`src/sv/ptr_pkg.sv`:
```
// ----------------------------------------------------------------------------
// ptr_pkg
// Shared types and constants for the poker randomness test block.
// ----------------------------------------------------------------------------
`default_nettype none

package ptr_pkg;

  localparam int NUM_VALUES  = 16;   // distinct nibble values
  localparam int IDX_W       = 4;    // nibble / counter index width
  localparam int BOUND_W     = 20;
  localparam int STAT_W      = 41;
  localparam int SEQ_W       = 32;
  localparam int CFG_IDX_W   = 1;

  // 5000 * 5000: offset of 16*S relative to X*5000
  localparam longint STAT_OFFSET = 64'd25000000;

  // 1.03 * 5000 and 57.4 * 5000
  localparam logic [BOUND_W-1:0] LOW_BOUND_RST  = 20'd5150;
  localparam logic [BOUND_W-1:0] HIGH_BOUND_RST = 20'd287000;

  typedef enum logic [CFG_IDX_W-1:0] {
    REG_LOW_BOUND  = 1'b0,
    REG_HIGH_BOUND = 1'b1
  } reg_idx_t;

  typedef enum logic [2:0] {
    ST_IDLE,
    ST_SUM,
    ST_ACC,
    ST_DIFF,
    ST_OUT
  } state_t;

endpackage

`default_nettype wire

```
`src/sv/poker_test_randomness.sv`:
```
// ----------------------------------------------------------------------------
// poker_test_randomness
// Poker test over a serial bit stream: nibble histogram, sum of squares and
// a bounded verdict on 16*S - 25000000.
// ----------------------------------------------------------------------------
// Usage:
//   Input channel (in_valid / in_stall) takes one bit per transaction, MSB
//   first into nibbles; one bit per cycle while the block is collecting.
//   A transaction with in_last_bit set closes the sequence. The block then
//   raises in_stall and walks the 16 counters through one shared squarer and
//   accumulator, one counter per cycle, clearing each as it is read.
//   After the last bit the block squares the 16 counters, flushes the
//   accumulator, subtracts the statistic offset and compares with the bounds;
//   in_stall stays high through these steps and then drops.
//   Output channel (out_valid / out_stall) holds one result in a register.
//   Bits of the next sequence may flow while a result waits; if the next
//   evaluation finishes before the old result is taken, the block holds in
//   its final step with in_stall high until out_stall drops.
//   cfg_we writes low_bound (index 0) or high_bound (index 1).
//   Reset (rst_n low, synchronous) clears the counters, nibble assembly and
//   sequence number and restores the default bounds.
// ----------------------------------------------------------------------------
`default_nettype none

module poker_test_randomness
  import ptr_pkg::*;
#(
  parameter int COUNT_WIDTH = 16
) (
  input  wire logic                 clk,
  input  wire logic                 rst_n,

  input  wire logic                 in_valid,
  output logic                      in_stall,
  input  wire logic                 in_bit_value,
  input  wire logic                 in_last_bit,

  output logic                      out_valid,
  input  wire logic                 out_stall,
  output logic                      out_is_random,
  output logic signed [STAT_W-1:0]  out_statistic,
  output logic [SEQ_W-1:0]          out_sequence_number,

  input  wire logic                 cfg_we,
  input  wire logic [CFG_IDX_W-1:0] cfg_index,
  input  wire logic [BOUND_W-1:0]   cfg_wdata
);

  localparam int PROD_W = 2 * COUNT_WIDTH;
  localparam int ACC_W  = PROD_W + IDX_W;
  localparam int D_W    = (ACC_W + 5 > STAT_W + 1) ? ACC_W + 5 : STAT_W + 1;

  localparam logic [COUNT_WIDTH-1:0] COUNT_MAX = {COUNT_WIDTH{1'b1}};
  localparam logic signed [D_W-1:0]  OFFSET_D  = D_W'(STAT_OFFSET);
  localparam logic signed [D_W-1:0]  STAT_MAX  = D_W'((64'd1 << (STAT_W - 1)) - 64'd1);

  state_t                  state_r, state_nxt;
  logic [IDX_W-1:0]        idx_r;
  logic [2:0]              partial_r;
  logic [1:0]              bit_pos_r;
  logic [COUNT_WIDTH-1:0]  cnt_r [NUM_VALUES];
  logic [SEQ_W-1:0]        seq_r;
  logic [BOUND_W-1:0]      low_bound_r, high_bound_r;

  logic [PROD_W-1:0]       sq_r;
  logic [ACC_W-1:0]        acc_r;
  logic signed [D_W-1:0]   d_r;

  logic                    out_valid_r;
  logic                    is_random_r;
  logic [STAT_W-1:0]       stat_r;
  logic [SEQ_W-1:0]        seq_out_r;

  // control from the sequencer
  logic                    in_take;
  logic                    sum_en, acc_en, diff_en, out_load;

  logic [IDX_W-1:0]        nib;
  logic [IDX_W-1:0]        rd_addr;
  logic [COUNT_WIDTH-1:0]  rd_data;
  logic [PROD_W-1:0]       prod;
  logic [D_W-1:0]          s16;
  logic signed [D_W-1:0]   d_nxt;
  logic signed [D_W-1:0]   low_ext, high_ext;

  // --- next state -----------------------------------------------------------
  always_comb begin
    state_nxt = state_r;
    case (state_r)
      ST_IDLE: if (in_valid && in_last_bit) state_nxt = ST_SUM;
      ST_SUM:  if (idx_r == IDX_W'(NUM_VALUES - 1)) state_nxt = ST_ACC;
      ST_ACC:  state_nxt = ST_DIFF;
      ST_DIFF: state_nxt = ST_OUT;
      ST_OUT:  if (!out_valid_r || !out_stall) state_nxt = ST_IDLE;
      default: state_nxt = ST_IDLE;
    endcase
  end

  // --- sequencer outputs ----------------------------------------------------
  always_comb begin
    in_stall = 1'b1;
    sum_en   = 1'b0;
    acc_en   = 1'b0;
    diff_en  = 1'b0;
    out_load = 1'b0;
    case (state_r)
      ST_IDLE: in_stall = 1'b0;
      ST_SUM:  sum_en   = 1'b1;
      ST_ACC:  acc_en   = 1'b1;
      ST_DIFF: diff_en  = 1'b1;
      ST_OUT:  out_load = !out_valid_r || !out_stall;
      default: in_stall = 1'b1;
    endcase
  end

  assign in_take = in_valid && !in_stall;

  // --- datapath -------------------------------------------------------------
  assign nib     = {partial_r, in_bit_value};
  assign rd_addr = sum_en ? idx_r : nib;
  assign rd_data = cnt_r[rd_addr];
  assign prod    = PROD_W'(rd_data) * PROD_W'(rd_data);

  assign s16      = D_W'(acc_r) << 4;
  assign d_nxt    = $signed(s16) - OFFSET_D;
  assign low_ext  = $signed(D_W'(low_bound_r));
  assign high_ext = $signed(D_W'(high_bound_r));

  always_ff @(posedge clk) begin
    if (!rst_n) begin
      state_r      <= ST_IDLE;
      idx_r        <= '0;
      partial_r    <= '0;
      bit_pos_r    <= '0;
      seq_r        <= '0;
      low_bound_r  <= LOW_BOUND_RST;
      high_bound_r <= HIGH_BOUND_RST;
      out_valid_r  <= 1'b0;
      for (int i = 0; i < NUM_VALUES; i++) begin
        cnt_r[i] <= '0;
      end
    end else begin
      state_r <= state_nxt;

      if (cfg_we) begin
        case (cfg_index)
          REG_LOW_BOUND:  low_bound_r  <= cfg_wdata;
          REG_HIGH_BOUND: high_bound_r <= cfg_wdata;
          default: ;
        endcase
      end

      if (in_take) begin
        if (bit_pos_r == 2'd3 && rd_data != COUNT_MAX) begin
          cnt_r[rd_addr] <= rd_data + COUNT_WIDTH'(1);
        end
        // trailing partial nibble is dropped
        if (bit_pos_r == 2'd3 || in_last_bit) begin
          partial_r <= '0;
          bit_pos_r <= '0;
        end else begin
          partial_r <= {partial_r[1:0], in_bit_value};
          bit_pos_r <= bit_pos_r + 2'd1;
        end
        idx_r <= '0;
      end

      // each counter is cleared as it is squared
      if (sum_en) begin
        cnt_r[rd_addr] <= '0;
        idx_r          <= idx_r + IDX_W'(1);
      end

      if (out_load) begin
        out_valid_r <= 1'b1;
        seq_r       <= seq_r + SEQ_W'(1);
      end else if (!out_stall) begin
        out_valid_r <= 1'b0;
      end
    end
  end

  // payload registers
  always_ff @(posedge clk) begin
    if (in_take) begin
      sq_r  <= '0;
      acc_r <= '0;
    end
    if (sum_en) begin
      sq_r  <= prod;
      acc_r <= acc_r + ACC_W'(sq_r);
    end
    if (acc_en) acc_r <= acc_r + ACC_W'(sq_r);
    if (diff_en) d_r <= d_nxt;
    if (out_load) begin
      is_random_r <= (d_r > low_ext) && (d_r < high_ext);
      stat_r      <= (d_r > STAT_MAX) ? STAT_MAX[STAT_W-1:0] : d_r[STAT_W-1:0];
      seq_out_r   <= seq_r;
    end
  end

  assign out_valid           = out_valid_r;
  assign out_is_random       = is_random_r;
  assign out_statistic       = $signed(stat_r);
  assign out_sequence_number = seq_out_r;

  // --- assertions -----------------------------------------------------------
  a_last_starts_sum: assert property (@(posedge clk) disable iff (!rst_n)
    (in_valid && !in_stall && in_last_bit) |=> (state_r == ST_SUM))
    else $error("last bit did not start the squaring pass");

  a_out_from_final: assert property (@(posedge clk) disable iff (!rst_n)
    $rose(out_valid_r) |-> ($past(state_r) == ST_OUT))
    else $error("result appeared outside the final step");

  a_idx_walk: assert property (@(posedge clk) disable iff (!rst_n)
    (state_r == ST_SUM && idx_r != IDX_W'(NUM_VALUES - 1)) |=>
      (state_r == ST_SUM && idx_r == $past(idx_r) + IDX_W'(1)))
    else $error("counter walk skipped an entry");

  a_no_overwrite: assert property (@(posedge clk) disable iff (!rst_n)
    (out_valid_r && out_stall) |=> out_valid_r && $stable(seq_out_r))
    else $error("pending result lost or overwritten");

endmodule

`default_nettype wire

```
`config.mk`:
```
export PLATFORM = sky130hd
export DESIGN_NAME = poker_test_randomness
export DESIGN_NICKNAME = d
export VERILOG_FILES = /design/src/sv/ptr_pkg.sv /design/src/sv/poker_test_randomness.sv
export SDC_FILE = /design/constraint.sdc
export NUM_CORES = 1
export LEC_CHECK = 0
export BUFFER_PORTS_ARGS = -buffer_cell sky130_fd_sc_hd__buf_4
export CAP_MARGIN = 20
export CORE_MARGIN = 8
export CORE_UTILIZATION = 50
export DETAILED_ROUTE_END_ITERATION = 10
export PLACE_DENSITY = 0.66
export SLEW_MARGIN = 20
export SYNTH_ARGS = -nofsm -noshare
export SYNTH_HDL_FRONTEND = slang
export SYNTH_SLANG_ARGS = --single-unit
export TNS_END_PERCENT = 1
```
`constraint.sdc`:
```
create_clock -name clk -period 10.4 [get_ports clk]
set_input_delay 0.52 -clock clk [delete_from_list [all_inputs] [get_ports clk]]
set_output_delay 0.52 -clock clk [all_outputs]
set_load 0.005 [all_outputs]
```
==> results of run 1 <==
## worst register-to-register path, delay by kind of cell, from the launching register on
family / cells / cell delay [ns]
xor gates and xnor gates: 2 / 0.20
buffers and inverters: 6 / 0.79
and+or+nand+nor: 3 / 0.87
muxes: 2 / 0.33
adders and majority gates: 7 / 3.27
DFF: 1 / 0.54
AOI/OAI and AO/OA: 11 / 3.09
## flip-flops by register name, indices dropped and copies added (netlist names)
| name | flops |
|---|---|
| acc_r | 36 |
| bit_pos_r | 2 |
| cnt_r | 256 |
| d_r | 37 |
| high_bound_r | 20 |
| idx_r | 4 |
| low_bound_r | 20 |
| out_is_random | 1 |
| out_sequence_number | 32 |
| out_statistic | 37 |
| out_valid | 1 |
| partial_r | 3 |
| seq_r | 32 |
| sq_r | 31 |
| state_r | 3 |
## layout by cell type (no fill, tap or decap), types with 11 or more instances in the layout
| cell | netlist | routed |
|---|---|---|
| o21a_1 | 12 | 12 |
| dfxtp_1 | 85 | 84 |
| nor4_1 | 12 | 12 |
| a21o_1 | 41 | 40 |
| edfxtp_1 | 430 | 430 |
| a211oi_1 | 74 | 74 |
| nand2b_1 | 21 | 21 |
| a21oi_1 | 72 | 71 |
| nand3_1 | 51 | 51 |
| nand2_1 | 240 | 240 |
| fa_1 | 164 | 164 |
| clkbuf_16 | 0 | 57 |
| nand4_1 | 16 | 16 |
| inv_1 | 318 | 318 |
| nor2_2 | 103 | 104 |
| o21ai_0 | 39 | 39 |
| nor3_1 | 15 | 15 |
| xor2_1 | 42 | 42 |
| o211ai_1 | 16 | 16 |
| a21boi_0 | 42 | 42 |
| clkinv_2 | 0 | 19 |
| o21bai_1 | 12 | 12 |
| or2_2 | 11 | 11 |
| and2_1 | 44 | 44 |
| ha_1 | 168 | 168 |
| nor2_1 | 306 | 305 |
| o32ai_1 | 12 | 12 |
| buf_4 | 21 | 143 |
| mux2i_1 | 195 | 194 |
| and3_1 | 15 | 15 |
| xnor2_1 | 80 | 80 |
| or3_1 | 25 | 25 |
## Yosys cell counts (all sizes together) (25+ instances only)
master | n | area (µm²)
nor2 | 409 | 1790
a211oi | 77 | 593
clkbuf | 58 | 226
inv | 324 | 1220
buf | 101 | 786
or3 | 25 | 156
a21oi | 73 | 377
nand2 | 240 | 901
o21ai | 44 | 228
mux2i | 196 | 1970
and2 | 44 | 275
fa | 164 | 3280
ha | 168 | 2100
xnor2 | 80 | 701
a21boi | 42 | 315
dfxtp | 85 | 1700
edfxtp | 430 | 12900
a21o | 41 | 308
xor2 | 42 | 368
nand3 | 52 | 265
## area by class of cell
cell class / count / area share
clock buffer: 69 / 0.0419
clock inverter: 33 / 0.00713
inverter: 324 / 0.0342
multi-input combinational: 1957 / 0.444
sequential: 515 / 0.410
tap: 855 / 0.0300
timing repair buffer: 147 / 0.0323
## cell families (layout without fill, tap and decap cells)
family,count (synthesis),in the layout,synth area share
AO/OA/AOI/OAI,400,400,0.0909
adder cells (fa/ha/maj),332,332,0.165
multiplexers,200,200,0.0624
buffers and inverters,483,573,0.0684
flip-flops,515,515,0.448
XOR/XNOR,122,122,0.0328
other,1,4,0.000115
AND/OR/NAND/NOR,899,899,0.132
## worst max-delay path by stage
stage          endpoint  slack (ns)
4_1_cts        sq_r[28]        0.98
5_1_grt        sq_r[30]        0.53
3_3_place_gp   sq_r[28]        1.18
6_report       sq_r[28]        1.02
2_1_floorplan  sq_r[28]        2.01
3_5_place_dp   sq_r[28]        1.02
## per-stage QoR
step	area [µm²]	hold WS (ns)
2_1_floorplan	32600	0.417
3_3_place_gp	33800	0.431
3_5_place_dp	33900	0.429
4_1_cts	35600	0.108
5_1_grt	35600	0.117
6_report	35600	0.143
## routing by layer
metal | wire length, µm | up-vias | global-route usage
li1 | - | 10238 | -
met1 | 32900 | 10680 | 0.263
met2 | 37300 | 600 | 0.351
met3 | 3800 | 128 | 0.0293
met4 | 2310 | 0 | 0.0636
met5 | 0 | - | 0
## power by group through the flow
| stage | Sequential, W | Clock [W] | Combinational (W) |
|---|---|---|---|
| after floorplan | 0.00250 | 0 | 0.00306 |
| after global placement | 0.00253 | 0 | 0.00373 |
| after detailed placement | 0.00254 | 0 | 0.00385 |
| after CTS | 0.00250 | 0.00193 | 0.00389 |
| after global routing | 0.00251 | 0.00201 | 0.00443 |
| final | 0.00250 | 0.00189 | 0.00386 |
==> results.md, run 1 <==
* Gpl congestion at 0.916
* Final Net Count at 3360
* Root Driver: clkbuf_16
* Setup TNS at 0 ns
* Final Non-Filler Cells at 3900
* FF+latch area at 14600 µm²
* Die W at 271 µm
* Synth async-reset ratio at 0
* Syn avg cell area at 11.0 µm²
* Clk_lat worst skew at 0.61 ns
* Drt total wl at 76300 µm
* Post-CTS sizing at 0
* Hold Path Cell Cnt at 3
* Ratio of cells with drive above 1 in the final layout at 0.129
* Iter 0 DRT Violations at 1534
* Sw frac at 0.385
* CTS tree: done
* CTS Sinks at 515
* CP Class: reg -> reg
* Max Fclk at 107 MHz
* CP Capture Type: flip-flop
* Sequential fraction of the synthesis area at 0.448
* R2R Path Start: state_r[2]
* Footprint of the multi-input gates at 15800 µm²
* Clock skew at 0.0251 ns
* Status: finished clean
* CP Max Fanout at 33
* Cts hold-fix bufs at 0
* ANT cells at 0
* Die ar. at 73600 µm²
* GR Overflow Total at 0
* Slew headroom at 0.259
* P_int at 0.00508 W
* Area of the mapped netlist at 32600 µm²
* Crit path launch: state_r[2]
* Gate power share at 0.468
* Num rows at 93
* Worst EP required at 10.74 ns
* Hold WC Path Type: in -> reg
* Post-route ant nets at 0
* Synthesized flop and latch total at 515
* Drt first pass iters at 5
* Dpl ws at 1.02 ns
* Tot GR Track Use at 0.203
* Fill count at 5493
* Cells after Synth at 2952
* R2r endpoint: sq_r[28]
* CP top delay family: adder cells
* CTS H-tree lvls at 2
* Clock power share at 0.230
* Die height at 271 µm
* Crit-path slowest cell: a21o_2
* DRC viols at 0
* Buf/Inv on CP at 6
* Area grow syn2layout at 9.25%
* Longest Clk Path Bufs at 3
* Arrival time worst endpoint at 9.71 ns
* Sequential share of power at 0.303
* Largest net degree at the start of global routing at 91
* Sw power at 0.00317 W
* Final HPWL DP at 54300 µm
* Worst-path clk slew at 0.06 ns
* Synthesis Warnings at 0
* Final setup margin at 1.02 ns
* Num CTS Buffers at 55
* Largest stage delay on the critical path at 0.69 ns
* Power Total at 0.00825 W
* R2R setup slack at 1.02 ns
* Crit path time final at 9.38 ns
* Post-synth cell types at 88
* Initial antenna violation count at 0
* Tcrit/Tclk final at 0.902
* Total setup buffers inserted after CTS at 0
* Num ports at 104
* Worst vdd ir at 0.255 mV
* EDFF count, synth at 430
* RSZ-0062 raised after global routing: false
* Final hold vios at 0
* Fin. max-slew vios at 0
* Worst hold start: cfg_wdata[3]
* Vias/cell at 5.55
* Core area at 64500 µm²
* Max_cap viols at 0
* Register-to-Register Path Depth at 31
* WHS Endpoint: low_bound_r[3]
* Crit. path cell count at 31
* First-pass GRT wire length at 122000 µm
* Routed len/inst at 19.6 µm
* Vias at 21646
* Final Util at 0.552
* Pwr/cell area at 232 nW/µm²
* Lkg Pwr at 14.8 nW
* Worst Max-Slew Pin Slew at 1.11 ns
* Placed Cells at 3797
* Number of global-route vias before repair at 22151
* Startpoint Class: flip-flop
* # setup viols final at 0
* PortBufs at 99
* Initial core utilization at 0.506
* Post-synth top flop: edfxtp_1
No activity file was read; power rests on OpenSTA's default activity.
==> run 2, diff against run 1 <==
- clock period: 10.4 -> 10.8 ns (I/O delays scaled with it)
==> results.md, run 2 (synthesis gave the netlist of run 1 again) <==
* Num rows at 93 (unchanged)
* Startpoint Class: flip-flop
* CP Class: reg -> reg
* CP most frequent cell: fa_1
* Cts hold-fix bufs at 0 (unchanged)
* Register-to-Register Path Depth at 28 (-9.7%)
* Die W at 271 µm (unchanged)
* Largest stage delay on the critical path at 0.80 ns (+0.11 ns)
* Arrival time worst endpoint at 10.13 ns (+0.42 ns)
* Fill count at 5512 (+0.35%)
* PortBufs at 99 (unchanged)
* Initial core utilization at 0.506 (unchanged)
* Final HPWL DP at 54300 µm (-0.14%)
* Hold Path Cell Cnt at 3 (unchanged)
* Tot GR Track Use at 0.201 (-0.00209)
* P_int at 0.00487 W (-4.0%)
* Met1 Usage GRT at 0.260 (-0.00254)
* CTS Sinks at 515 (unchanged)
* WHS Endpoint: low_bound_r[2]
* Post-CTS sizing at 0 (unchanged)
* Status: finished clean
* Crit path time final at 9.77 ns (+0.392 ns)
* Clk_lat worst skew at 0.65 ns (+0.04 ns)
* Lkg Pwr at 14.8 nW (-0.42%)
* Num ports at 104 (unchanged)
* Final Non-Filler Cells at 3890 (-0.26%)
* CP Max Fanout at 46 (+39%)
* Placed Cells at 3784 (-0.34%)
* Routed len/inst at 19.5 µm (-0.40%)
* Most Used Layer, Global Route: met2
* Hold WC Path Type: in -> reg
* Sw power at 0.00309 W (-2.6%)
* Drt total wl at 75800 µm (-0.66%)
* RSZ-0062 raised after global routing: false
* R2R setup slack at 1.03 ns (about the same)
* Worst vdd ir at 0.250 mV (-2.0%)
* Worst-path clk slew at 0.07 ns (about the same)
* Largest net degree at the start of global routing at 87 (-4.4%)
* Fin. max-slew vios at 0 (unchanged)
* Max_cap viols at 0 (unchanged)
* First-pass GRT wire length at 121000 µm (-0.83%)
* Post-route ant nets at 0 (unchanged)
* Slew headroom at 0.286 (+0.0274)
* Gpl congestion at 0.873 (-4.7%)
* Commonest non-fill, non-tap cell in the layout: edfxtp_1
* Hold Slack at 0.153 ns (+0.00976 ns)
* Top reg by flops: cnt_r
* Ratio of cells with drive above 1 in the final layout at 0.125 (-0.00485)
* Vias/cell at 5.58 (+0.48%)
* Iter 0 DRT Violations at 1541 (+0.46%)
* DRC viols at 0 (unchanged)
* Drt first pass iters at 6 (+1)
* Largest register FFs at 256 (unchanged)
* Area grow syn2layout at 8.95%
* Tcrit/Tclk final at 0.904 (+0.00294)
* Root Driver: clkbuf_16
* Core area at 64500 µm² (unchanged)
* Num CTS Buffers at 56 (+1.8%)
* Max Fclk at 102 MHz (-4.0%)
* Sequential share of power at 0.302 (about the same)
* R2r endpoint: sq_r[28]
* Gate power share at 0.463 (-0.005)
* Sw frac at 0.388 (+0.00349)
* CTS tree: done
* Met2 global-route usage at 0.347 (-0.00377)
* Vias at 21695 (+0.23%)
* CP Capture Type: flip-flop
* Final hold vios at 0 (unchanged)
* GR Overflow Total at 0 (unchanged)
* Final Util at 0.551 (-0.00149)
* Pwr/cell area at 224 nW/µm² (-3.2%)
* Crit path launch: state_r[0]
* Initial antenna violation count at 0 (unchanged)
* Die height at 271 µm (unchanged)
* Number of global-route vias before repair at 22019 (-0.60%)
* Most frequent cells in the layout: 430 x edfxtp_1, 318 x inv_1, 305 x nor2_1
* ANT cells at 0 (unchanged)
* Longest Clk Path Bufs at 3 (unchanged)
* CTS H-tree lvls at 2 (unchanged)
* Clock skew at 0.0425 ns (+0.0174 ns)
* Final Net Count at 3347 (-0.39%)
* R2R Path Start: state_r[0]
* Setup TNS at 0 ns (unchanged)
* Die ar. at 73600 µm² (unchanged)
* Worst EP required at 11.16 ns (+0.42 ns)
* GR Layer Usage met3 at 0.0295 (+0.000264)
* Worst hold start: cfg_wdata[2]
* Worst Max-Slew Pin Slew at 1.07 ns (-0.0410 ns)
* Total setup buffers inserted after CTS at 0 (unchanged)
* # setup viols final at 0 (unchanged)
* Crit-path slowest cell: a221oi_4
* Clock power share at 0.234 (+0.004)
## run 2: cell types whose count changed in the layout (fill, tap and decap cells not counted), sizes merged
cell	before	now
clkinvlp	3	2
clkbuf	69	66
clkinv	26	34
buf	147	133
## run 2: metrics by stage
stage | cell area, µm² | total power, W | worst slack [ns]
2_1_floorplan | 32600 | 0.00536 | 2.40
3_3_place_gp | 33700 | 0.00605 | 1.23
3_5_place_dp | 33700 | 0.00614 | 1.09
4_1_cts | 35500 | 0.00802 | 1.08
5_1_grt | 35500 | 0.00862 | 0.572
6_report | 35500 | 0.00796 | 1.03
## run 2: final cells by class
class	count	area, µm²	share of cell area
Tap cell	855	1070	0.0301
Clock inverter	40	325	0.00916
Multi-Input combinational cell	1957	15800	0.445
Clock buffer	66	1470	0.0414
Timing Repair Buffer	133	1010	0.0285
Sequential cell	515	14600	0.412
Inverter	324	1220	0.0342
## run 2: critical path: cells and delay by family, from the launching register on
| kind | cells | cell delay [ns] |
|---|---|---|
| AND/OR/NAND/NOR | 2 | 0.78 |
| AO/OA/AOI/OAI | 11 | 3.51 |
| multiplexers | 2 | 0.49 |
| flip-flops | 1 | 0.47 |
| adder cells (fa/ha/maj) | 7 | 3.52 |
| XOR/XNOR | 1 | 0.14 |
| buffers and inverters | 5 | 0.53 |
## run 2: how the worst max path moves through the flow
stage                          end  slack (ns)  depth (start not counted)
after floorplan           sq_r[28]        2.40                         33
after global placement    sq_r[28]        1.23                         28
after detailed placement  sq_r[28]        1.09                         25
after CTS                 sq_r[28]        1.08                         24
after global routing      sq_r[28]        0.57                         24
final                     sq_r[28]        1.03                         28
## run 2: power groups by stage
stage / Sequential (W) / Combinational [W] / Clock, W
after global routing: 0.00242 / 0.00423 / 0.00197
after detailed placement: 0.00245 / 0.00370 / 0
after CTS: 0.00241 / 0.00372 / 0.00189
final: 0.00241 / 0.00369 / 0.00187
after floorplan: 0.00241 / 0.00294 / 0
after global placement: 0.00244 / 0.00360 / 0
## run 2: per-layer routing
metal / routed length [µm] / part of all wire
met1: 32400 / 0.43
met2: 37400 / 0.49
met3: 3870 / 0.051
met4: 2200 / 0.029
met5: 0 / 0
